===== config.mk =====
export PLATFORM = sky130hd
export DESIGN_NAME = plsv_serial_mul
export DESIGN_NICKNAME = d
export VERILOG_FILES = /design/src/rtl/plucked_string_synth_voice_unit_defines.svh /design/src/rtl/plsv_pkg.sv /design/src/rtl/plsv_serial_mul.sv
export SDC_FILE = /design/constraint.sdc
export NUM_CORES = 1
export LEC_CHECK = 0
export BUFFER_PORTS_ARGS = -buffer_cell sky130_fd_sc_hd__buf_4
export CAP_MARGIN = 25
export CORE_AREA = 3 3 86 88
export DETAILED_ROUTE_END_ITERATION = 16
export DIE_AREA = 0 0 89 91
export PLACE_DENSITY = 0.75
export SLEW_MARGIN = 10
export SYNTH_ARGS = -nofsm -noshare
export SYNTH_HDL_FRONTEND = slang
export SYNTH_SLANG_ARGS = --single-unit

===== constraint.sdc =====
create_clock -name clk_i -period 2.7 [get_ports clk_i]
set_clock_uncertainty 0.05 [all_clocks]
set_input_delay 0.135 -clock clk_i [delete_from_list [all_inputs] [get_ports clk_i]]
set_output_delay 0.135 -clock clk_i [all_outputs]
set_load 0.05 [all_outputs]

===== src/rtl/plucked_string_synth_voice_unit_defines.svh =====
// ---------------------------------------------------------------------------
// Plucked string voice assertion macros
// Shared property shorthands for the voice RTL.
// ---------------------------------------------------------------------------
`ifndef PLUCKED_STRING_SYNTH_VOICE_UNIT_DEFINES_SVH
`define PLUCKED_STRING_SYNTH_VOICE_UNIT_DEFINES_SVH

// Same-cycle implication, checked out of reset.
`define PLSV_ASSERT_NOW(label, clk, rst_n, ante, cons) \
  label: assert property (@(posedge clk) disable iff (!rst_n) (ante) |-> (cons)) \
    else $error("plsv assertion failed");

// Next-cycle implication, checked out of reset.
`define PLSV_ASSERT_NEXT(label, clk, rst_n, ante, cons) \
  label: assert property (@(posedge clk) disable iff (!rst_n) (ante) |=> (cons)) \
    else $error("plsv assertion failed");

`endif


===== src/rtl/plsv_pkg.sv =====
// ---------------------------------------------------------------------------
// Plucked string voice package
// Types and fixed constants shared by the voice RTL.
// ---------------------------------------------------------------------------
package plsv_pkg;

  // Item function codes
  localparam logic [1:0] FUNC_TICK       = 2'd0;
  localparam logic [1:0] FUNC_NOTE_ON    = 2'd1;
  localparam logic [1:0] FUNC_NOTE_OFF   = 2'd2;
  localparam logic [1:0] FUNC_SET_PERIOD = 2'd3;

  localparam logic [31:0] LFSR_SEED = 32'hACE1_ACE1;
  localparam logic [31:0] LFSR_MASK = 32'h8020_0003;

  localparam logic [15:0] GAIN_RESET  = 16'd32637;
  localparam logic [15:0] GAIN_MAX    = 16'd32768;
  localparam logic [15:0] LEVEL_RESET = 16'd16384;
  localparam logic [15:0] LEVEL_MIN   = 16'd164;
  localparam logic [15:0] LEVEL_MAX   = 16'd32768;
  localparam logic [16:0] LEVEL_BASE  = 17'd1638;
  localparam logic [16:0] VEL_COEF    = 17'd91750;
  localparam logic [11:0] PERIOD_RESET = 12'd100;
  localparam logic [11:0] PERIOD_MIN   = 12'd2;

  // Multiplier bits consumed by the serial multiply, one per cycle
  localparam int unsigned MUL_BITS = 16;

  typedef enum logic [2:0] {
    ST_CLEAR,
    ST_IDLE,
    ST_FILL,
    ST_RD_A,
    ST_RD_B,
    ST_MUL_START,
    ST_MUL,
    ST_DONE
  } plsv_state_e;

  typedef struct packed {
    logic start;
    logic step;
  } plsv_mul_ctrl_t;

endpackage


===== src/rtl/plsv_serial_mul.sv =====
// ---------------------------------------------------------------------------
// Plucked string voice serial multiplier
// Signed by unsigned shift-add multiply, one multiplier bit per cycle while step is set.
// ---------------------------------------------------------------------------
module plsv_serial_mul import plsv_pkg::*; #(
  parameter int unsigned MW = 16
) (
  input  logic                 clk_i,
  input  plsv_mul_ctrl_t       ctrl_i,
  input  logic signed [MW-1:0] mcand_i,
  input  logic [MUL_BITS-1:0]  mplier_i,
  output logic signed [MW:0]   prod_hi_o,
  output logic [MUL_BITS-1:0]  prod_lo_o
);

  logic signed [MW-1:0] mcand_q;
  logic [MUL_BITS-1:0]  mplier_q;
  logic signed [MW:0]   hi_q;
  logic [MUL_BITS-1:0]  lo_q;
  logic signed [MW+1:0] sum_w;

  // Add the selected partial product at the top, then shift one place right
  assign sum_w = $signed({hi_q[MW], hi_q}) +
                 (mplier_q[0] ? $signed({{2{mcand_q[MW-1]}}, mcand_q})
                              : $signed((MW+2)'(0)));

  always_ff @(posedge clk_i) begin
    if (ctrl_i.start) begin
      mcand_q  <= mcand_i;
      mplier_q <= mplier_i;
      hi_q     <= '0;
      lo_q     <= '0;
    end else if (ctrl_i.step) begin
      mplier_q <= {1'b0, mplier_q[MUL_BITS-1:1]};
      hi_q     <= sum_w[MW+1:1];
      lo_q     <= {sum_w[0], lo_q[MUL_BITS-1:1]};
    end
  end

  assign prod_hi_o = hi_q;
  assign prod_lo_o = lo_q;

endmodule


== Word level (Yosys, flattened, before mapping) ==
Cells that the tools add are included.
Storage, ports and cells
  memories kept: 0
  flip-flop bits (word level): 65
  bits in latches: 0
  bits in read-only memories: 0
  logic and storage cells: 9
  bits of input ports: 35
  memory bits (writable): 0
Cells by class
  shift operators: 0
  add/subtract/negate cells: 1
  eq/ne operators: 0
  order comparisons: 0
  div/mod/pow operators: 0
  $mul: 0
  bitwise logic cells: 0
  reduce and logical (&&, ||, !) cells: 1
  multiplexer cells: 3
Operators by type and width (count)
  2-to-1 mux 16 bit: 2
  adder 17 x 18 -> 18 bit: 1
  2-to-1 mux 18 bit: 1
  nonzero test 2 bit: 1

== Logic depth before layout (Yosys ltp) ==
Gate-level depths: netlist of run 1.
  depth in word-level cells: 2
  depth in mapped cells: 10
  gate-level depth less buffers: 9

== Least setup slack after synthesis of run 1 ==
No wires, ideal clock.
  path type: flip-flop to flip-flop
  start: register hi_q[0], in the netlist prod_hi_o[0]
  end: register hi_q[13], in the netlist prod_hi_o[13]
  library setup time: 131 ps
  period minus slack after synthesis: 2528 ps
  slack: 172 ps
  buffers on the path: 0
  data arrival time: 2347 ps
  required time: 2519 ps
  cell stages (with the launch flop): 9
  cells stage by stage: dfxtp_1 > ha_1 > inv_1 > fa_1 > nor2b_1 > o31ai_1 > a2111oi_1 > mux2i_1 > o311ai_1
Between the ends
  word-level cells in the longest chain between the ends: 1
Ends and longest elaborated chain
  start: declaration: line plsv_serial_mul.sv:18  | logic signed [MW:0] hi_q;
  start signal: assignment: line plsv_serial_mul.sv:35  | hi_q <= sum_w[MW+1:1];
  adder 17 x 18 -> 18 bit: line plsv_serial_mul.sv:23  | assign sum_w = $signed({hi_q[MW], hi_q}) +
Every way passes these cells.
A chain may end at the register's enable or synchronous reset.

== Final worst setup path of run 1 ==
  start: register mplier_q[0]
  end: register hi_q[5], in the netlist prod_hi_o[5]
Between the ends
  word-level cells in the longest chain between the ends: 2
Ends and longest elaborated chain
  start: declaration: line plsv_serial_mul.sv:17  | logic [MUL_BITS-1:0] mplier_q;
  start signal: assignment: line plsv_serial_mul.sv:30  | mplier_q <= mplier_i;
  start signal: assignment: line plsv_serial_mul.sv:34  | mplier_q <= {1'b0, mplier_q[MUL_BITS-1:1]};
  2-to-1 mux 18 bit: line plsv_serial_mul.sv:24  | (mplier_q[0] ? $signed({{2{mcand_q[MW-1]}}, mcand_q})
  adder 17 x 18 -> 18 bit: line plsv_serial_mul.sv:23
Every way passes these cells.

==> impl_metrics.json, run 1 <==
{
  "max_slew_margin": 0.496,
  "whs_ns": 0.0197,
  "final_cell_mix": "74 x buf_4, 33 x dfxtp_1, 32 x edfxtp_1, 26 x nor2_1, 19 x mux2i_1",
  "wl_per_cell_um": 15.4,
  "period_needed_ns": 2.54,
  "tns_ns": 0,
  "critPathKind": "reg2reg",
  "finalSetupViolations": 0,
  "hold_path.class": "in2reg",
  "worstHoldPathCells": 2,
  "startpoint_type": "register",
  "netlist_area_mm2": 0.00329,
  "cts_tree": "built",
  "reg2reg_depth": 9,
  "grt_pass1_wl_mm": 11.9,
  "irDropWorstVdd_uv": 316,
  "ant_nets": 0,
  "yosysSeqAreaShare": 0.493,
  "via_per_inst": 5.57,
  "async_flop_share": 0,
  "r2r-start": "mplier_q[0]$_DFFE_PP_",
  "first_pass_iters": 4,
  "port_buffers": 67,
  "grt_pass1_vias": 2480,
  "gp_congestion": 0.842,
  "grt_start_max_net_pins": 64,
  "fmax_ghz": 0.393,
  "worstPathMaxFanout": 7,
  "min_period_over_period": 0.942,
  "areaGrowthSynthToFinish_pct": 29.0,
  "ys_types": 52,
  "timing.rr.end": "prod_hi_o[5]$_SDFFE_PP0P_",
  "drive_gt1_frac": 0.251,
  "nNetsFinal": 442,
  "die_y_um": 91,
  "hold_violations": 0,
  "cap_viol_max_count": 0,
  "finalPower_mw": 2.54,
  "clock_path_buffers": 2,
  "status": "finished, final reports clean",
  "dp.cells": 440,
  "antenna_cells": 0,
  "die_w_um": 89,
  "hp-start": "mplier_i[15]",
  "wl_mm": 7.28,
  "htreeDepth": 3,
  "syn_area_per_cell_um2": 11.0,
  "drtIter0Drc": 181,
  "grt_overflow_total": 0,
  "post-route-util": 0.632,
  "worstPathArrival_ns": 2.74,
  "dieArea_mm2": 0.00810,
  "ys_seq_elements": 65,
  "core_mm2": 0.00672,
  "insertion_delay_ns": 0.35,
  "rows": 30,
  "synth_warnings": 0,
  "leakage_nw": 1.83,
  "route.vias.total": 2639,
  "synth_nets": 352,
  "clock_tree.root_cell": "clkbuf_8",
  "start_util": 0.490,
  "io_pins": 68,
  "clk_pin_slew_ns": 0.08,
  "powerDensity_mw_per_mm2": 597,
  "finalNonFillerCells": 474,
  "drc_errors": 0,
  "tightest_slew_ns": 0.755,
  "dp_hpwl_mm": 5.02,
  "r2r_slack_ns": 0.16,
  "rsz0062_at_grt": "no",
  "synthCells": 299,
  "synth-edff-count": 32,
  "gr-usage-all-layers": 0.191,
  "holdPathEnd": "mplier_q[15]$_SDFFCE_PN0P_",
  "cp.required_ns": 2.89,
  "cts_buffers": 9,
  "antenna_found_initial": 0,
  "cts.sinks": 65,
  "end_kind": "register",
  "layout_commonest_cell": "buf_4",
  "slew_viol_final": 0,
  "ys.flop_type": "dfxtp_1"
}
worst max-delay path by stage:
stage,from,end,cells past startpoint
after global routing,mplier_q[0]$_DFFE_PP_,prod_hi_o[5]$_SDFFE_PP0P_,9
after CTS,mplier_q[0]$_DFFE_PP_,prod_hi_o[11]$_SDFFE_PP0P_,9
after detailed placement,mplier_q[0]$_DFFE_PP_,prod_hi_o[11]$_SDFFE_PP0P_,9
after floorplan,prod_hi_o[0]$_SDFFE_PP0P_,prod_hi_o[13]$_SDFFE_PP0P_,8
final,mplier_q[0]$_DFFE_PP_,prod_hi_o[5]$_SDFFE_PP0P_,9
after global placement,mplier_q[0]$_DFFE_PP_,prod_hi_o[11]$_SDFFE_PP0P_,9
critical path, stage by stage, from the launching register on:
cell and delay [ns]:
edfxtp_1 0.42, buf_4 0.18, and2_1 0.14, ha_1 0.32, nor2b_1 0.16, buf_4 0.14, o31a_1 0.27, o21a_1 0.20
or3_1 0.31, a32o_1 0.25
per-stage QoR:
step                setup WS [ns]  area [µm²]
floorplan                   0.172        3290
global placement            0.200        3870
global route               0.0675        4250
detailed placement         0.0808        3870
CTS                        0.0628        4230
finish                      0.157        4250
layout make-up:
type	count	area (µm²)
flip-flops and latches	65	1620
inverters	9	33.8
clock buffers	11	163
clock inverters	5	36.3
fillers	530	2470
multi-input cells	214	1580
repair buffers	90	716
well taps	80	100
flip-flops by register name (all words and copies together), names as in the netlist:
| register | cells |
|---|---|
| mcand_q | 16 |
| prod_lo_o | 16 |
| prod_hi_o | 17 |
| mplier_q | 16 |
layer usage:
layer  GRT usage  wire, µm  part of all wire
met1       0.250      3160              0.43
met2       0.291      3510              0.48
met4      0.0955       189             0.026
met5           0         0                 0
met3      0.0454       423             0.058
report_power, final:
| part | leakage [nW] | switching, mW | internal [mW] |
|---|---|---|---|
| Combinational | 1.14 | 0.332 | 0.232 |
| Sequential | 0.589 | 0.0400 | 1.12 |
| Clock | 0.105 | 0.399 | 0.417 |
Yosys cell counts (all sizes together) (5+ instances only):
library cell	n	share of area
and2	17	0.033
mux2	15	0.051
o21a	10	0.024
o211ai	5	0.011
ha	17	0.065
nand2	18	0.021
o21ai	10	0.015
nor2	27	0.033
dfxtp	33	0.20
a21o	6	0.014
inv	9	0.010
mux2i	19	0.058
or3	5	0.0095
edfxtp	32	0.29
buf	7	0.015
nor2b	5	0.0095
a21oi	15	0.024
cells by family (layout without fill, tap and decap cells):
kind of cell	count (synthesis)	count (layout)	synth area share
XOR/XNOR	3	3	0.00798
AO/OA/AOI/OAI	74	74	0.162
multiplexers	34	34	0.109
flip-flops	65	65	0.493
AND/OR/NAND/NOR	85	85	0.128
buffers and inverters	20	115	0.0296
adder cells (fa/ha/maj)	18	18	0.0707
what timing repair did:
| item | CTS | global route |
|---|---|---|
| gates resized for setup | 0 | 1 |
| endpoints found under the hold margin | 16 | 0 |
| setup buffers | 0 | 2 |
| setup endpoints to repair | 0 | 5 |
| hold buffers | 16 | 0 |
No activity file was read; power rests on OpenSTA's default activity.
==> inputs of run 2 (changes only) <==
Settings changed: CORE_AREA 3 3 86 88 to 3 3 101 103, DIE_AREA 0 0 89 91 to 0 0 104 106, PLACE_DENSITY 0.75 to unset.
==> run 2 against run 1 <==
Against the previous run: sequential cell count did not move; fmax up 2.5%; die area up 36%; register-to-register slack better by 0.06 ns; sequential share of layout area decreased by 0.46 points; combinational power barely moved; total power up 1.2%; worst setup slack better by 0.063 ns; routed wire length rose by 5.3%; critical path depth shrank 1.
==> impl_metrics.json, run 2 (synthesis gave the netlist of run 1 again) <==
{
  "cp.required_ns": 2.88,
  "leakage_nw": 1.82,
  "nFillCells": 912,
  "port_buffers": 67,
  "crit_chain": "buf_4, and2_1, ha_1, nor2b_2, o31ai_1, a211oi_2, o21a_1, a311o_1",
  "post-route-util": 0.463,
  "regArea_mm2": 0.00162,
  "fmax_ghz": 0.403,
  "antenna_cells": 0,
  "finalSetupViolations": 0,
  "dp.cells": 488,
  "startpoint_type": "register",
  "core_mm2": 0.00928,
  "grt_pass1_wl_mm": 12.5,
  "period_needed_ns": 2.48,
  "worstPathArrival_ns": 2.66,
  "crit_family": "compound AO/OA/AOI/OAI gates",
  "dp_hpwl_mm": 5.37,
  "grt_overflow_total": 0,
  "p_sw_frac": 0.316,
  "final_area_mm2": 0.00430,
  "p_clk_frac": 0.328,
  "rsz0062_at_grt": "no",
  "largest_reg_flops": 17,
  "grt_start_max_net_pins": 64,
  "clock_path_buffers": 2,
  "critPathKind": "reg2reg",
  "wl_per_cell_um": 14.7,
  "antenna_found_initial": 0,
  "p_sw_mw": 0.810,
  "drtIter0Drc": 176,
  "grt_pass1_vias": 2549,
  "whs_ns": 0.0267,
  "max_slew_margin": 0.494,
  "slew_viol_final": 0,
  "die_y_um": 106,
  "io_pins": 68,
  "comb_power_share": 0.221,
  "placed_cell_area_mm2": 0.00392,
  "p_int_mw": 1.76,
  "first_pass_iters": 4,
  "finalPower_mw": 2.57,
  "hold_violations": 0,
  "dieArea_mm2": 0.0110,
  "worstPathMaxFanout": 6,
  "drc_errors": 0,
  "clock_tree.root_cell": "clkbuf_8",
  "tns_ns": 0,
  "gp_congestion": 0.857,
  "areaGrowthSynthToFinish_pct": 30.6,
  "gr-usage-all-layers": 0.141,
  "tightest_slew_ns": 0.759,
  "htreeDepth": 3,
  "slowest_stage": "edfxtp_1",
  "setup_slack_ns": 0.219,
  "cts_tree": "built",
  "final_cell_mix": "72 x buf_4, 33 x dfxtp_1, 32 x edfxtp_1, 26 x nor2_1, 19 x mux2i_1",
  "finalNonFillerCells": 521,
  "clk_pin_slew_ns": 0.08,
  "layout_commonest_cell": "buf_4",
  "drive_gt1_frac": 0.250,
  "powerDensity_mw_per_mm2": 597,
  "wl_mm": 7.67,
  "slowest_delay_ns": 0.43,
  "cap_viol_max_count": 0,
  "irDropWorstVdd_uv": 280,
  "status": "finished, final reports clean",
  "ant_nets": 0,
  "multi_input_area_mm2": 0.00158,
  "cp.buffers_inverters": 1,
  "rows": 35,
  "route.vias.total": 2628,
  "min_period_over_period": 0.919,
  "die_w_um": 104,
  "cts.sinks": 65,
  "nNetsFinal": 440,
  "via_per_inst": 5.04,
  "end_kind": "register",
  "pwr-share-seq": 0.451,
  "cts_buffers": 9,
  "hold_path.class": "in2reg",
  "insertion_delay_ns": 0.34,
  "start_util": 0.355,
  "place_ws_ns": 0.0777
}
==> run 2: cell types whose count changed in the layout (fill, tap and decap cells not counted), sizes merged <==
cell | previous run | this run
inv | 10 | 14
clkinv | 4 | 1
buf | 74 | 72
clkbuf | 11 | 10
==> run 2: per-layer routing <==
| metal | part of all wire | wire length (µm) | global-route usage | vias up |
|---|---|---|---|---|
| met5 | 0 | 0 | 0 | - |
| li1 | - | - | - | 1301 |
| met1 | 0.45 | 3440 | 0.181 | 1230 |
| met2 | 0.47 | 3630 | 0.232 | 85 |
| met3 | 0.060 | 460 | 0.0279 | 12 |
| met4 | 0.018 | 139 | 0.0608 | 0 |
==> run 2: final timing paths <==
check	startpoint	to	slack [ns]	cells past startpoint
worst max register to register	mplier_q[0]$_DFFE_PP_	prod_hi_o[11]$_SDFFE_PP0P_	0.22	8
worst min-delay path	mplier_i[7]	mplier_q[7]$_DFFE_PP_	0.03	2
worst min register to register	prod_hi_o[6]$_SDFFE_PP0P_	prod_hi_o[6]$_SDFFE_PP0P_	0.43	2
worst max-delay path	mplier_q[0]$_DFFE_PP_	prod_hi_o[11]$_SDFFE_PP0P_	0.22	8
==> run 2: power groups by stage <==
| stage | Clock (mW) | Combinational (mW) | Sequential (mW) |
|---|---|---|---|
| final | 0.841 | 0.567 | 1.16 |
| after global routing | 0.915 | 0.618 | 1.17 |
| after CTS | 0.867 | 0.563 | 1.16 |
| after detailed placement | 0 | 0.543 | 1.18 |
| after global placement | 0 | 0.537 | 1.18 |
| after floorplan | 0 | 0.280 | 1.27 |
==> run 2: what timing repair did <==
action / CTS / global route
endpoints found under the hold margin: 16 / 0
resized for setup: 0 / 2
hold buffers: 16 / 0
endpoints found under the setup margin: 0 / 3
setup buffers: 0 / 1
==> run 2: layout make-up <==
class,instances,share of cell area
repair buffers,88,0.163
multi-input cells,214,0.368
clock buffers,10,0.0346
inverters,9,0.00786
clock inverters,6,0.0122
well taps,129,0.0375
flip-flops and latches,65,0.377
==> inputs of run 3 (changes only) <==
Settings changed: CELL_PAD_IN_SITES_DETAIL_PLACEMENT set to 0, CELL_PAD_IN_SITES_GLOBAL_PLACEMENT set to 1, PLACE_DENSITY_LB_ADDON set to 0.1.
==> run 3 against run 2 <==
Against the previous run: die area stayed put; fmax is 1.0% lower; highest routed layer unchanged; largest power group unchanged; sequential cell count stayed put; final cell count is 0.58% higher; largest cell class unchanged; sequential power hardly changed; clock power is 2.4% higher; utilization is 0.36 points higher; critical path depth stayed put; first-iteration DRC count is 65% lower; total power is 0.77% higher; worst setup slack worse by 0.026 ns; routed wire length is 2.3% higher.
==> impl_metrics.json, run 3 (synthesis gave the netlist of run 1 again) <==
{
  "largest_reg_flops": 17,
  "cts_tree": "built",
  "layout_commonest_cell": "buf_4",
  "drtIter0Drc": 62,
  "areaGrowthSynthToFinish_pct": 31.6,
  "cts_buffers": 9,
  "rsz0062_at_grt": "no",
  "gp_congestion": 0.814,
  "fmax_ghz": 0.399,
  "crit_family": "compound AO/OA/AOI/OAI gates",
  "dp_hpwl_mm": 5.54,
  "wl_per_cell_um": 15.0,
  "worstPathMaxFanout": 7,
  "hold_violations": 0,
  "gr-usage-all-layers": 0.146,
  "core_mm2": 0.00928,
  "antenna_found_initial": 0,
  "htreeDepth": 3,
  "rows": 35,
  "whs_ns": 0.0204,
  "cts.sinks": 65,
  "critPathKind": "reg2reg",
  "clock_path_buffers": 2,
  "end_kind": "register",
  "hold_path.class": "in2reg",
  "port_buffers": 67,
  "via_per_inst": 4.92,
  "ant_nets": 0,
  "start_util": 0.355,
  "startpoint_type": "register",
  "slowest_stage": "edfxtp_1",
  "io_pins": 68,
  "cp.required_ns": 2.88,
  "cp.buffers_inverters": 1,
  "grt_start_max_net_pins": 34,
  "slowest_delay_ns": 0.47,
  "clock_tree.root_cell": "clkbuf_8",
  "worstPathArrival_ns": 2.68,
  "drive_gt1_frac": 0.251,
  "grt_pass1_wl_mm": 13.1,
  "nFillCells": 927,
  "first_pass_iters": 4,
  "finalSetupViolations": 0,
  "post-route-util": 0.467,
  "die_y_um": 106,
  "min_period_over_period": 0.928,
  "cap_viol_max_count": 0,
  "antenna_cells": 0,
  "clk_pin_slew_ns": 0.08,
  "crit_chain": "buf_4, and2_1, ha_1, a211o_1, nor2_1, a211oi_2, o21a_1, a311o_1",
  "powerDensity_mw_per_mm2": 597,
  "slew_viol_final": 0,
  "leakage_nw": 1.84,
  "route.vias.total": 2576,
  "drc_errors": 0,
  "tns_ns": 0,
  "insertion_delay_ns": 0.34,
  "max_slew_margin": 0.573,
  "dieArea_mm2": 0.0110,
  "nNetsFinal": 443,
  "irDropWorstVdd_uv": 227,
  "wl_mm": 7.84,
  "die_w_um": 104,
  "status": "finished, final reports clean",
  "period_needed_ns": 2.51,
  "grt_overflow_total": 0,
  "final_cell_mix": "74 x buf_4, 33 x dfxtp_1, 32 x edfxtp_1, 26 x nor2_1, 19 x mux2i_1",
  "post_cts_buffers": 0,
  "tightest_slew_ns": 0.640,
  "grt_pass1_vias": 2654
}
==> run 3: cell count changes in the layout (fill, tap and decap cells not counted), sizes merged <==
cell         change
buf              +2
clkbuf           +2
dlygate4sd3      +1
inv              -2
==> run 3: timing repair <==
action                                  in CTS  in global routing
hold endpoints to repair                    16                  1
endpoints found under the setup margin       0                  2
hold buffers                                16                  1
gates resized for setup                      0                  2
==> run 3: layout make-up <==
cell class | instances | area, µm² | share of cell area
repair buffers | 91 | 726 | 0.167
inverters | 9 | 33.8 | 0.00780
flip-flops and latches | 65 | 1620 | 0.374
clock buffers | 12 | 178 | 0.0410
clock inverters | 4 | 30.0 | 0.00693
multi-input cells | 214 | 1580 | 0.365
well taps | 129 | 161 | 0.0373
==> run 3: per-layer routing <==
| metal | global-route usage | wire (µm) | vias up | share of wire |
|---|---|---|---|---|
| met5 | 0 | 0 | - | 0 |
| met4 | 0.0380 | 57 | 0 | 0.0073 |
| met3 | 0.0486 | 445 | 4 | 0.057 |
| li1 | - | - | 1303 | - |
| met1 | 0.186 | 3670 | 1208 | 0.47 |
| met2 | 0.239 | 3670 | 61 | 0.47 |
==> run 3: final timing paths <==
kind,endpoint,start,slack [ns],cells after the start
worst max-delay path,prod_hi_o[11]$_SDFFE_PP0P_,mplier_q[0]$_DFFE_PP_,0.19,8
worst min register to register,prod_hi_o[6]$_SDFFE_PP0P_,prod_hi_o[6]$_SDFFE_PP0P_,0.45,2
worst max register to register,prod_hi_o[11]$_SDFFE_PP0P_,mplier_q[0]$_DFFE_PP_,0.19,8
worst min-delay path,mplier_q[8]$_DFFE_PP_,mplier_i[8],0.02,2
==> run 3: metrics by stage <==
step	worst slack, ns	instance area (µm²)	power (mW)	instances
2_1_floorplan	0.172	3290	1.55	299
3_3_place_gp	0.228	3950	1.73	491
3_5_place_dp	0.188	3950	1.73	491
4_1_cts	0.158	4310	2.62	523
5_1_grt	0.0106	4330	2.73	524
6_report	0.194	4330	2.59	524
==> run 3: report_power, final <==
group / switching [mW] / total, mW / internal, mW
sequential: 0.0415 / 1.16 / 1.12
combinational: 0.335 / 0.567 / 0.233
clock: 0.409 / 0.861 / 0.452
